File: src/rtl/mcjs_pkg.sv
// Shared types and constants of the memory-constrained job scheduler.
package mcjs_pkg;

   localparam int PendDepth = 32;
   localparam int RunSlots  = 32;
   localparam int MaxOut    = 32;
   localparam int PendIdxW  = $clog2(PendDepth);
   localparam int PendCntW  = $clog2(PendDepth + 1);
   localparam int SlotW     = $clog2(RunSlots);
   localparam int OutIdxW   = $clog2(MaxOut);
   localparam int OutCntW   = $clog2(MaxOut + 1);
   localparam int UsedW     = 8 + $clog2(RunSlots + 1);

   localparam logic [7:0] TotalFramesReset = 8'd32;

   localparam logic       CMD_SUBMIT = 1'b0;
   localparam logic       CMD_TICK   = 1'b1;

   localparam logic [1:0] KIND_ACCEPT = 2'd0;
   localparam logic [1:0] KIND_REJECT = 2'd1;
   localparam logic [1:0] KIND_TICK   = 2'd2;

   localparam logic       REG_TOTAL_FRAMES = 1'b0;
   localparam logic       REG_ADMIT_MODE   = 1'b1;

   typedef struct packed {
      logic [7:0] id;
      logic [7:0] pages;
      logic [7:0] dur;
   } job_type;

   typedef enum logic [2:0] {
      ST_IDLE,
      ST_ADM_SCAN,
      ST_ADM_MOVE,
      ST_RET_SCAN,
      ST_COUNT,
      ST_OUT
   } state_type;

   typedef struct packed {
      logic load;
      logic scan_start;
      logic scan_step;
      logic admit;
      logic ret_start;
      logic ret_step;
      logic countdown;
      logic out_step;
   } cmd_type;

   typedef struct packed {
      logic is_tick;
      logic pend_empty;
      logic slot_free;
      logic scan_last;
      logic found;
      logic ret_hit;
      logic ret_cap;
      logic slot_last;
      logic any_ret;
      logic out_last;
   } sts_type;

endpackage

File: src/rtl/mcjs_ctrl.sv
// Sequencer of the scheduler: admission, retirement, countdown and result output.
module mcjs_ctrl (
   input  logic              clock,
   input  logic              reset,
   input  logic              req_fire,
   input  logic              rsp_fire,
   input  mcjs_pkg::sts_type sts,
   output mcjs_pkg::cmd_type cmd,
   output logic              in_ready,
   output logic              out_valid
);

   mcjs_pkg::state_type state_ff, state_in;

   always_ff @(posedge clock) begin
      if (reset) begin
         state_ff <= mcjs_pkg::ST_IDLE;
      end else begin
         state_ff <= state_in;
      end
   end

   always_comb begin
      state_in = state_ff;
      case (state_ff)
         mcjs_pkg::ST_IDLE: begin
            if (req_fire) begin
               state_in = sts.is_tick ? mcjs_pkg::ST_ADM_SCAN : mcjs_pkg::ST_OUT;
            end
         end
         mcjs_pkg::ST_ADM_SCAN: begin
            if (sts.pend_empty || !sts.slot_free) begin
               state_in = mcjs_pkg::ST_RET_SCAN;
            end else if (sts.scan_last) begin
               state_in = mcjs_pkg::ST_ADM_MOVE;
            end
         end
         mcjs_pkg::ST_ADM_MOVE: begin
            state_in = sts.found ? mcjs_pkg::ST_ADM_SCAN : mcjs_pkg::ST_RET_SCAN;
         end
         mcjs_pkg::ST_RET_SCAN: begin
            if (sts.ret_hit && sts.ret_cap) begin
               state_in = mcjs_pkg::ST_OUT;
            end else if (sts.slot_last) begin
               state_in = (sts.any_ret || sts.ret_hit) ? mcjs_pkg::ST_ADM_SCAN
                                                       : mcjs_pkg::ST_COUNT;
            end
         end
         mcjs_pkg::ST_COUNT: begin
            state_in = mcjs_pkg::ST_OUT;
         end
         mcjs_pkg::ST_OUT: begin
            if (rsp_fire && sts.out_last) begin
               state_in = mcjs_pkg::ST_IDLE;
            end
         end
         default: begin
            state_in = mcjs_pkg::ST_IDLE;
         end
      endcase
   end

   always_comb begin
      cmd       = '0;
      in_ready  = 1'b0;
      out_valid = 1'b0;
      case (state_ff)
         mcjs_pkg::ST_IDLE: begin
            in_ready = 1'b1;
            cmd.load = req_fire;
         end
         mcjs_pkg::ST_ADM_SCAN: begin
            if (sts.pend_empty || !sts.slot_free) begin
               cmd.ret_start = 1'b1;
            end else begin
               cmd.scan_step = 1'b1;
            end
         end
         mcjs_pkg::ST_ADM_MOVE: begin
            cmd.admit      = sts.found;
            cmd.scan_start = sts.found;
            cmd.ret_start  = !sts.found;
         end
         mcjs_pkg::ST_RET_SCAN: begin
            cmd.ret_step = 1'b1;
            // A full pass that retired something goes back to admission.
            cmd.scan_start = sts.slot_last && (sts.any_ret || sts.ret_hit);
         end
         mcjs_pkg::ST_COUNT: begin
            cmd.countdown = 1'b1;
         end
         mcjs_pkg::ST_OUT: begin
            out_valid    = 1'b1;
            cmd.out_step = rsp_fire;
         end
         default: begin
            cmd = '0;
         end
      endcase
   end

endmodule

File: src/rtl/mcjs_dp.sv
// Datapath of the scheduler: job tables, frame accounting, result buffer.
module mcjs_dp (
   input  logic              clock,
   input  logic              reset,
   input  mcjs_pkg::cmd_type cmd,
   input  logic              csr_we,
   input  logic              csr_index,
   input  logic [7:0]        csr_wdata,
   input  logic              in_command,
   input  logic [7:0]        in_job_id,
   input  logic [7:0]        in_pages,
   input  logic [7:0]        in_duration,
   output mcjs_pkg::sts_type sts,
   output logic [1:0]        out_kind,
   output logic [7:0]        out_done_id,
   output logic              out_done_valid,
   output logic [7:0]        out_frames_free,
   output logic [15:0]       out_elapsed,
   output logic              out_idle,
   output logic              out_last
);

   localparam int PD = mcjs_pkg::PendDepth;
   localparam int RS = mcjs_pkg::RunSlots;

   mcjs_pkg::job_type                   pend_ff [PD];
   mcjs_pkg::job_type                   pend_in [PD];
   mcjs_pkg::job_type                   run_ff  [RS];
   mcjs_pkg::job_type                   run_in  [RS];
   logic [RS-1:0]                       valid_ff, valid_in;
   logic [mcjs_pkg::PendCntW-1:0]       count_ff, count_in;
   logic [mcjs_pkg::UsedW-1:0]          used_ff, used_in;
   logic [15:0]                         time_ff, time_in;
   logic [7:0]                          total_ff, total_in;
   logic                                mode_ff, mode_in;
   logic                                tick_ff, tick_in;
   logic [1:0]                          kind_ff, kind_in;
   logic [mcjs_pkg::PendIdxW-1:0]       idx_ff, idx_in;
   logic [mcjs_pkg::PendIdxW-1:0]       pick_ff, pick_in;
   logic [7:0]                          best_ff, best_in;
   logic                                found_ff, found_in;
   logic [mcjs_pkg::SlotW-1:0]          slot_ff, slot_in;
   logic                                any_ff, any_in;
   logic [7:0]                          res_ff [mcjs_pkg::MaxOut];
   logic [7:0]                          res_in [mcjs_pkg::MaxOut];
   logic [mcjs_pkg::OutCntW-1:0]        n_ff, n_in;
   logic [mcjs_pkg::OutIdxW-1:0]        k_ff, k_in;

   logic [7:0]                    free_frames;
   logic [mcjs_pkg::SlotW-1:0]    free_slot;
   logic                          has_free;
   logic                          fits;
   logic                          submit_ok;
   logic                          hit;
   mcjs_pkg::job_type             scan_job;
   mcjs_pkg::job_type             pick_job;
   mcjs_pkg::job_type             cur_run;

   always_comb begin
      if (used_ff < {{(mcjs_pkg::UsedW-8){1'b0}}, total_ff}) begin
         free_frames = total_ff - used_ff[7:0];
      end else begin
         free_frames = '0;
      end
   end

   // Lowest run slot that is not in use.
   always_comb begin
      free_slot = '0;
      has_free  = 1'b0;
      for (int s = RS - 1; s >= 0; s--) begin
         if (!valid_ff[s]) begin
            free_slot = mcjs_pkg::SlotW'(s);
            has_free  = 1'b1;
         end
      end
   end

   assign scan_job  = pend_ff[idx_ff];
   assign pick_job  = pend_ff[pick_ff];
   assign cur_run   = run_ff[slot_ff];
   assign fits      = scan_job.pages <= free_frames;
   assign hit       = valid_ff[slot_ff] && (cur_run.dur == 8'd0);
   assign submit_ok = (in_pages != 8'd0) && (in_pages <= total_ff)
                      && (count_ff < mcjs_pkg::PendCntW'(PD));

   always_comb begin
      pend_in  = pend_ff;
      run_in   = run_ff;
      valid_in = valid_ff;
      count_in = count_ff;
      used_in  = used_ff;
      time_in  = time_ff;
      total_in = total_ff;
      mode_in  = mode_ff;
      tick_in  = tick_ff;
      kind_in  = kind_ff;
      idx_in   = idx_ff;
      pick_in  = pick_ff;
      best_in  = best_ff;
      found_in = found_ff;
      slot_in  = slot_ff;
      any_in   = any_ff;
      res_in   = res_ff;
      n_in     = n_ff;
      k_in     = k_ff;

      if (csr_we) begin
         case (csr_index)
            mcjs_pkg::REG_TOTAL_FRAMES: total_in = csr_wdata;
            mcjs_pkg::REG_ADMIT_MODE:   mode_in  = csr_wdata[0];
            default:                    total_in = total_ff;
         endcase
      end

      if (cmd.load) begin
         tick_in  = in_command == mcjs_pkg::CMD_TICK;
         n_in     = '0;
         k_in     = '0;
         idx_in   = '0;
         best_in  = '0;
         found_in = 1'b0;
         if (in_command == mcjs_pkg::CMD_SUBMIT) begin
            kind_in = submit_ok ? mcjs_pkg::KIND_ACCEPT : mcjs_pkg::KIND_REJECT;
            if (submit_ok) begin
               pend_in[count_ff[mcjs_pkg::PendIdxW-1:0]] = '{id: in_job_id,
                  pages: in_pages, dur: in_duration};
               count_in = count_ff + 1'b1;
            end
         end else begin
            kind_in = mcjs_pkg::KIND_TICK;
         end
      end

      if (cmd.scan_start) begin
         idx_in   = '0;
         best_in  = '0;
         found_in = 1'b0;
      end

      if (cmd.scan_step) begin
         if (mode_ff) begin
            if (fits && scan_job.pages >= best_ff) begin
               best_in  = scan_job.pages;
               pick_in  = idx_ff;
               found_in = 1'b1;
            end
         end else if (fits) begin
            pick_in  = '0;
            found_in = 1'b1;
         end
         idx_in = idx_ff + 1'b1;
      end

      if (cmd.admit) begin
         run_in[free_slot]   = pick_job;
         valid_in[free_slot] = 1'b1;
         used_in = used_ff + {{(mcjs_pkg::UsedW-8){1'b0}}, pick_job.pages};
         for (int i = 0; i < PD - 1; i++) begin
            if (mcjs_pkg::PendIdxW'(i) >= pick_ff) begin
               pend_in[i] = pend_ff[i+1];
            end
         end
         count_in = count_ff - 1'b1;
      end

      if (cmd.ret_start) begin
         slot_in = '0;
         any_in  = 1'b0;
      end

      if (cmd.ret_step) begin
         slot_in = slot_ff + 1'b1;
         if (hit) begin
            valid_in[slot_ff] = 1'b0;
            used_in = used_ff - {{(mcjs_pkg::UsedW-8){1'b0}}, cur_run.pages};
            res_in[n_ff[mcjs_pkg::OutIdxW-1:0]] = cur_run.id;
            n_in    = n_ff + 1'b1;
            any_in  = 1'b1;
         end
         if (cmd.scan_start) begin
            slot_in = '0;
            any_in  = 1'b0;
         end
      end

      if (cmd.countdown && (valid_ff != '0)) begin
         for (int s = 0; s < RS; s++) begin
            if (valid_ff[s] && run_ff[s].dur != 8'd0) begin
               run_in[s].dur = run_ff[s].dur - 1'b1;
            end
         end
         if (time_ff != 16'hFFFF) begin
            time_in = time_ff + 1'b1;
         end
      end

      if (cmd.out_step) begin
         k_in = k_ff + 1'b1;
      end
   end

   always_ff @(posedge clock) begin
      if (reset) begin
         valid_ff <= '0;
         count_ff <= '0;
         used_ff  <= '0;
         time_ff  <= '0;
         total_ff <= mcjs_pkg::TotalFramesReset;
         mode_ff  <= 1'b0;
         tick_ff  <= 1'b0;
         found_ff <= 1'b0;
         any_ff   <= 1'b0;
         n_ff     <= '0;
         k_ff     <= '0;
         idx_ff   <= '0;
         slot_ff  <= '0;
      end else begin
         valid_ff <= valid_in;
         count_ff <= count_in;
         used_ff  <= used_in;
         time_ff  <= time_in;
         total_ff <= total_in;
         mode_ff  <= mode_in;
         tick_ff  <= tick_in;
         found_ff <= found_in;
         any_ff   <= any_in;
         n_ff     <= n_in;
         k_ff     <= k_in;
         idx_ff   <= idx_in;
         slot_ff  <= slot_in;
      end
   end

   always_ff @(posedge clock) begin
      pend_ff <= pend_in;
      run_ff  <= run_in;
      res_ff  <= res_in;
      kind_ff <= kind_in;
      pick_ff <= pick_in;
      best_ff <= best_in;
   end

   assign sts.is_tick    = in_command == mcjs_pkg::CMD_TICK;
   assign sts.pend_empty = count_ff == '0;
   assign sts.slot_free  = has_free;
   assign sts.scan_last  = mode_ff ? ({1'b0, idx_ff} == count_ff - 1'b1) : 1'b1;
   assign sts.found      = found_ff;
   assign sts.ret_hit    = hit;
   assign sts.ret_cap    = n_ff == mcjs_pkg::OutCntW'(mcjs_pkg::MaxOut - 1);
   assign sts.slot_last  = slot_ff == mcjs_pkg::SlotW'(RS - 1);
   assign sts.any_ret    = any_ff;
   assign sts.out_last   = out_last;

   assign out_kind        = kind_ff;
   assign out_done_valid  = tick_ff && (n_ff != '0);
   assign out_done_id     = out_done_valid ? res_ff[k_ff] : 8'd0;
   assign out_frames_free = free_frames;
   assign out_elapsed     = time_ff;
   assign out_idle        = (count_ff == '0) && (valid_ff == '0);
   assign out_last        = !out_done_valid || ({1'b0, k_ff} == n_ff - 1'b1);

endmodule

File: src/rtl/memory_constrained_job_scheduler.sv
// Top level of the memory-constrained job scheduler.
// One request is taken at a time, and the next one is accepted only after the last
// result of the previous request has been taken. A submit is accepted and then gives
// a single result. A tick is accepted and then runs admission and retirement passes
// until a retirement scan finds nothing to retire. Each admission attempt scans the
// pending entries in turn (only the head entry in FIFO mode) and then admits the job
// it picked, if one fitted. An attempt with no pending job or no free run slot goes
// straight to retirement. Each retirement scan visits every run slot in turn, and
// stops early once 32 jobs have been retired. A tick that settles then runs one
// countdown step. Results then go out in turn, each held until the receiver takes it.
// All results of a request carry the frame count, elapsed time and idle flag as they
// stand once the whole request is done.
module memory_constrained_job_scheduler (
   input  logic        clock,
   input  logic        reset,
   input  logic        req_tvalid,
   output logic        req_tready,
   input  logic [23:0] req_tdata,   // job_id, pages, duration
   input  logic        req_tuser,   // command
   output logic        rsp_tvalid,
   input  logic        rsp_tready,
   output logic [39:0] rsp_tdata,   // done_id, done_valid, frames_free, elapsed, idle, zeros
   output logic [1:0]  rsp_tuser,   // kind
   output logic        rsp_tlast,   // last
   input  logic        csr_we,
   input  logic        csr_index,
   input  logic [7:0]  csr_wdata
);

   mcjs_pkg::cmd_type cmd;
   mcjs_pkg::sts_type sts;
   logic              req_fire;
   logic              rsp_fire;
   logic [7:0]        done_id;
   logic              done_valid;
   logic [7:0]        frames_free;
   logic [15:0]       elapsed;
   logic              idle;

   assign req_fire = req_tvalid && req_tready;
   assign rsp_fire = rsp_tvalid && rsp_tready;

   mcjs_ctrl u_ctrl (
      .clock     (clock),
      .reset     (reset),
      .req_fire  (req_fire),
      .rsp_fire  (rsp_fire),
      .sts       (sts),
      .cmd       (cmd),
      .in_ready  (req_tready),
      .out_valid (rsp_tvalid)
   );

   mcjs_dp u_dp (
      .clock           (clock),
      .reset           (reset),
      .cmd             (cmd),
      .csr_we          (csr_we),
      .csr_index       (csr_index),
      .csr_wdata       (csr_wdata),
      .in_command      (req_tuser),
      .in_job_id       (req_tdata[7:0]),
      .in_pages        (req_tdata[15:8]),
      .in_duration     (req_tdata[23:16]),
      .sts             (sts),
      .out_kind        (rsp_tuser),
      .out_done_id     (done_id),
      .out_done_valid  (done_valid),
      .out_frames_free (frames_free),
      .out_elapsed     (elapsed),
      .out_idle        (idle),
      .out_last        (rsp_tlast)
   );

   assign rsp_tdata = {6'd0, idle, elapsed, frames_free, done_valid, done_id};

`ifndef SYNTHESIS
   a_no_overlap: assert property (@(posedge clock) disable iff (reset)
      rsp_tvalid |-> !req_tready)
      else $error("request taken while a result is pending");

   a_busy_after_req: assert property (@(posedge clock) disable iff (reset)
      req_fire |=> !req_tready)
      else $error("ready right after a request");

   a_done_is_tick: assert property (@(posedge clock) disable iff (reset)
      (rsp_tvalid && done_valid) |-> (rsp_tuser == mcjs_pkg::KIND_TICK))
      else $error("retired job reported outside a tick");
`endif

endmodule
File: config.mk
export PLATFORM = sky130hd
export DESIGN_NAME = memory_constrained_job_scheduler
export DESIGN_NICKNAME = d
export VERILOG_FILES = /design/src/rtl/mcjs_pkg.sv /design/src/rtl/mcjs_ctrl.sv /design/src/rtl/mcjs_dp.sv /design/src/rtl/memory_constrained_job_scheduler.sv
export SDC_FILE = /design/constraint.sdc
export NUM_CORES = 2
export LEC_CHECK = 0
export BUFFER_PORTS_ARGS = -buffer_cell sky130_fd_sc_hd__clkbuf_2
export CAP_MARGIN = 20
export CORE_MARGIN = 2
export CORE_UTILIZATION = 65
export CTS_BUF_LIST = sky130_fd_sc_hd__clkbuf_2
export DETAILED_ROUTE_END_ITERATION = 10
export HOLD_SLACK_MARGIN = 0.12
export PLACE_DENSITY = 0.82
export SYNTH_ARGS = -nofsm -noshare
export SYNTH_HDL_FRONTEND = slang
export SYNTH_SLANG_ARGS = --single-unit
File: constraint.sdc
create_clock -name clock -period 7.5 [get_ports clock]
set_input_delay 1.125 -clock clock [delete_from_list [all_inputs] [get_ports clock]]
set_output_delay 1.125 -clock clock [all_outputs]
set_load 0.02 [all_outputs]
Word level (Yosys, flattened, before mapping)
Index checks and enable logic that the tools add are counted.
Word-level totals
  flip-flop bits (word level): 1911
  ROM bits: 0
  latch bits: 0
  output and inout port bits: 45
  bits in writable memories: 0
  logic and storage cells: 725
  input bits: 39
  memories kept: 0
Operators by class
  divide/modulo/power cells: 0
  shift-type cells: 0
  multiply operators: 0
  $add $sub $neg: 43
  equality and inequality tests: 16
  mux-type cells: 255
  magnitude comparators: 50
  bitwise logic cells: 12
  reduce and logical (&&, ||, !) cells: 108
Operators by type and width (number)
  $mux 768: 3
  $bwmux 768: 2
  $mux 24: 37
  $mux 752: 1
  $mux 744: 1
  $mux 8: 74
  $bmux 24 s5: 3
  $reduce_bool 8->1: 33
  $bwmux 256: 1
  $sub 8x1->8 const B: 32
  $demux 24 s5: 2
  $mux 5: 42
  $mux 32: 3
  $ge 5x5->1 const A: 15
  $mux 1: 57
  $logic_and 1x1->1: 49
  $ge 6x6->1 const B: 7
  $mux 14: 3
  $mux 6: 7
  $not 5->6: 7
  $bmux 8 s5: 1
  $demux 8 s5: 1
  $ge 4x5->1 const A: 8
  $and 32x32->32: 1
  51 further kinds: 94

Logic depth before layout (Yosys ltp)
  depth in word-level cells: 41
  mapped depth: 20
  depth with buffers taken out: 20

By module
Synthesis repeated with hierarchy kept, for this count alone.
Unflattened totals
  cells, all modules: 8046
  area, all modules: 91282.5 µm²
Modules (own cells, without submodules)
  mcjs_dp: times used 1, cells each 7990, area each 90872.2 µm²
  mcjs_ctrl: times used 1, cells each 45, area each 334.1 µm²
  memory_constrained_job_scheduler: times used 1, cells each 11, area each 76.3 µm²

Least setup slack after synthesis
Ideal clock, no wire load.
  kind: register -> register
  start: register u_dp.pick_ff[0] (netlist name)
  end: register u_dp.used_ff[13] (netlist name)
  period minus slack after synthesis: 5.250 ns
  buffers on the path: 5
  arrival: 5.129 ns
  cell stages (with the launch flop): 18
  setup slack: 2.250 ns
  cells stage by stage: edfxtp_1 -> clkbuf_1 -> buf_2 -> buf_2 -> buf_2 -> buf_1 -> mux4_2 -> mux4_2 -> mux2i_1 -> inv_1 -> ha_1 -> a21o_1 -> a21oi_1 -> o21ai_0 -> a211oi_1 -> o31ai_1 -> a32oi_1 -> mux2_2
RTL lines
  start, declared: RTL line mcjs_dp.sv:39  | logic [mcjs_pkg::PendIdxW-1:0] pick_ff, pick_in;
  start signal, assigned: RTL line mcjs_dp.sv:240  | pick_ff <= pick_in;
  end signal, assigned: RTL line mcjs_dp.sv:221  | used_ff <= used_in;
  end, declared: RTL line mcjs_dp.sv:32  | logic [mcjs_pkg::UsedW-1:0] used_ff, used_in;

Worst setup path in the final report
  start: register u_dp.k_ff[0] (netlist name)
  end: output port rsp_tdata[1]
Between the ends
  longest elaborated chain between the ends: 5
Ends and longest elaborated chain
  start, declared: RTL line mcjs_dp.sv:47  | logic [mcjs_pkg::OutIdxW-1:0] k_ff, k_in;
  start signal, assigned: RTL line mcjs_dp.sv:229  | k_ff <= k_in;
  $not 5->6 (implied by the code): RTL line mcjs_dp.sv:257  | assign out_done_id = out_done_valid ? res_ff[k_ff] : 8'd0;
  $bmux 8 s5: RTL line mcjs_dp.sv:257
  $mux 8 (implied by the code) (2 in a row): RTL line mcjs_dp.sv:257
  $mux 8: RTL line mcjs_dp.sv:257
  end, declared: RTL line memory_constrained_job_scheduler.sv:22  | output logic [39:0] rsp_tdata,
Every way passes these cells. The select of a mux whose other input is x is not followed.

==> flow_metrics.env <==
export IMPL_ys_seq_area_share_pct=50.6
export IMPL_yosys_area_top_type="edfxtp_1"
export IMPL_clockPowerShare_pct=33.7
export IMPL_grt_max_degree=86
export IMPL_holdPathEnd="u_dp.n_ff[1]"
export IMPL_fin_crit_ps=6360
export IMPL_vias=73100
export IMPL_avgSynthCellArea_sq_um=11.4
export IMPL_dieArea_sq_um=144000
export IMPL_p_total_mw=20.1
export IMPL_layout_commonest_cell="dfxtp_1"
export IMPL_crit_path_cell_trace="buf_4, mux4_2, mux4_2, mux2i_1, nor2_1, clkbuf_2"
export IMPL_clock_skew_ps=218
export IMPL_clock_fmax_mhz=157
export IMPL_crit_fanout=49
export IMPL_min_path_cells=3
export IMPL_num_rows=137
export IMPL_fin_crit_sh_pct=84.8
export IMPL_die_x_microns=379
export IMPL_r2r_slack_ps=2010
export IMPL_hold_viol=0
export IMPL_r2r_start="u_dp.pick_ff[0]"
export IMPL_crit_arrival_ps=5230
export IMPL_crit_buf_inv=2
export IMPL_hp_class="input port to flop"
export IMPL_timing_final_max_slew_violations=0
export IMPL_leakage_nw=37.1
export IMPL_setup_viol=0
export IMPL_synthTopCellsByArea="edfxtp_1, dfxtp_1, mux4_2"
export IMPL_tns_ps=0
export IMPL_yosysTopAreaCellShare_pct=26.3
export IMPL_async_flop_share_pct=0
export IMPL_grt_use_met2_pct=58.4
export IMPL_crit_slowest_cell="dfxtp_4"
export IMPL_cts_buffers=470
export IMPL_met3_usage_pct=11.5
export IMPL_slowest_delay_ps=1010
export IMPL_wl_microns=286000
export IMPL_drt_iter0_markers=11400
export IMPL_rr_endpoint="u_dp.used_ff[11]"
export IMPL_post_drt_wl_per_cell_microns=27.3
export IMPL_gp_congestion=0.980
export IMPL_grt_pass1_vias=70900
export IMPL_yosys_warnings=0
export IMPL_final_cells=10500
export IMPL_synthDistinctLibCells=95
export IMPL_cts_tree="built"
export IMPL_grtUsageMet1_pct=51.2
export IMPL_power_per_cell_area_nw_per_um2=204
export IMPL_cts_buffer_depth=4
export IMPL_combPwrFrac_pct=9.1
export IMPL_maxCapViolCount=0
export IMPL_ir_drop_uv=135
export IMPL_cp_common_cell="mux4_2"
export IMPL_drive_gt1_share_pct=19.9
export IMPL_ant_nets=0
export IMPL_fp_coreArea_sq_um=140000
export IMPL_swShare_pct=27.9
export IMPL_grt_usage_pct=39.3
export IMPL_synth_edf_count=799
export IMPL_clk_pin_slew_ps=100
export IMPL_cts_root_buf="clkbuf_2"
export IMPL_start_kind="flop"
export IMPL_hold_start="reset"
export IMPL_io_pins=84
export IMPL_grt_first_pass_wirelength_microns=424000
export IMPL_worstMarginPinSlew_ps=1340
export IMPL_r2r_cells=11
export IMPL_dp_hpwl_microns=171000
export IMPL_ys_seq_elements=1911
export IMPL_drc_errors=0
export IMPL_clk_latency_ps=1950
export IMPL_vias_per_cell=6.98
export IMPL_nets=8411
export IMPL_rsz0062_at_grt="false"
export IMPL_cts_resized_gates=0
export IMPL_die_y_microns=379
export IMPL_gr_max_usage_layer="met2"
export IMPL_status="complete, no violations"
export IMPL_required_ps=6380
export IMPL_synth_cell_area_sq_um=91300
export IMPL_h_tree_depth=5
export IMPL_intPower_mw=14.5
export IMPL_syn_to_final_growth_pct=8.00
export IMPL_dr_pass1_iters=7
export IMPL_slew_headroom_pct=10.3
export IMPL_postCtsSetupBuffers=0
export IMPL_start_util_pct=65.5
export IMPL_seqPwrFrac_pct=57.2
export IMPL_dp_cells=9556
export IMPL_endpoint_kind="output pin"
export IMPL_overflow=0
export IMPL_synth_cells=8037
export IMPL_cp_top_family="multiplexers"
export IMPL_final_cell_mix="dfxtp_1, edfxtp_1, clkbuf_2, mux2i_1, nor2_1"
export IMPL_synth_ff_type="dfxtp_1"
export IMPL_switchingPower_mw=5.61
export IMPL_io_buffers=77
export IMPL_antenna_found_initial=13
export IMPL_worstSetupPathType="flop to output pin"
export IMPL_cts_num_sinks=1911
## power groups by stage
stage / sequential, mW / combinational [mW] / clock (mW)
4_1_cts: 11.5 / 1.78 / 6.77
3_3_place_gp: 11.7 / 1.66 / 0
6_report: 11.5 / 1.83 / 6.78
2_1_floorplan: 11.6 / 1.32 / 0
5_1_grt: 11.5 / 1.95 / 7.31
3_5_place_dp: 11.7 / 1.74 / 0
## tightest hold or removal path, delay by kind of cell
kind | cells | cell delay, ps
compound gates | 1 | 180
buf+inv | 2 | 840
## cell type report
class | instances | area (sq um)
sequential | 1911 | 46300
multi-input combinational | 5324 | 42500
fill | 9553 | 40900
clock buffer | 701 | 3510
timing repair buffer | 328 | 2710
tap | 1876 | 2350
inverter | 199 | 747
clock inverter | 126 | 529
antenna | 9 | 22.5
## synth_stat cells, drive strengths merged, types with 16 or more instances
cell and count:
or4 23, mux2 37, xnor2 23, o221ai 29, nand3 262, a22oi 82
nand2b 24, nor3b 16, a221oi 29, or3 51, nand2 629, ha 135
buf 107, mux4 522, nor2b 27, mux2i 750, o21ai 440, o21a 18
o311ai 26, a21o 18, and3 89, dfxtp 1112, nand4 56, clkbuf 501
edfxtp 799, nor2 716, o221a 38, a211oi 78, inv 192, nor4 59
and2 20, xor2 16, o31ai 20, o21bai 17, a21oi 593, and4 22
nor3 169, o211ai 42, o22ai 18, a31oi 36
## routing by layer
layer / share of wire [%] / vias up
met1: 36 / 35100
met5: 0.032 / -
met2: 44 / 5840
met3: 14 / 1174
met4: 6.0 / 6
li1: - / 31000
## worst max-delay path by stage
stage                           from               end  slack [ps]  cells after the start
floorplan            u_dp.pick_ff[0]  u_dp.used_ff[13]        2250                     17
global placement     u_dp.pick_ff[0]   u_dp.used_ff[9]        2120                     11
detailed placement   u_dp.pick_ff[0]  u_dp.used_ff[13]        2040                     13
CTS                 u_dp.total_ff[1]     rsp_tdata[16]        1030                     11
global route            u_dp.k_ff[0]      rsp_tdata[6]         900                      6
finish                  u_dp.k_ff[0]      rsp_tdata[1]        1140                      6
## flip-flops by register name (all words and copies together), names as in the netlist
name,cells
u_dp.out_kind,2
u_dp.found_ff,1
u_dp.any_ff,1
u_dp.pend_ff,768
u_dp.run_ff,768
u_dp.k_ff,5
u_dp.slot_ff,5
u_dp.n_ff,6
u_dp.used_ff,14
u_dp.mode_ff,1
u_dp.best_ff,8
u_dp.tick_ff,1
u_dp.valid_ff,32
u_dp.out_elapsed,16
u_dp.res_ff,256
u_dp.idx_ff,5
u_dp.count_ff,6
u_ctrl.state_ff,3
u_dp.total_ff,8
u_dp.pick_ff,5
## per-stage QoR
stage | setup WS, ps | hold slack [ps] | area, sq um | util, %
after floorplan | 2250 | 428 | 91300 | -
after global placement | 2120 | 437 | 93500 | 67.0
after detailed placement | 2040 | 442 | 93700 | 67.1
after CTS | 1030 | 122 | 98400 | 70.5
after global routing | 896 | 212 | 98600 | 70.7
final | 1140 | 274 | 98600 | 70.7
## cells by family (layout without fill, tap and decap cells)
family,Yosys count,count (layout),synth area share (%)
other cells,1,15,0.00411
buf+inv,807,1354,3.42
xor+xnor,39,39,0.374
mux,1309,1309,21.5
compound gates,1623,1623,11.0
flops,1911,1911,50.6
fa+ha+maj,138,138,1.92
simple gates,2209,2209,11.1
## timing repair
item,in CTS,in global routing
endpoints found under the hold margin,819,0
hold buffers,66,0
endpoints found under the setup margin,0,0
Power figures use the tool's default switching activity.
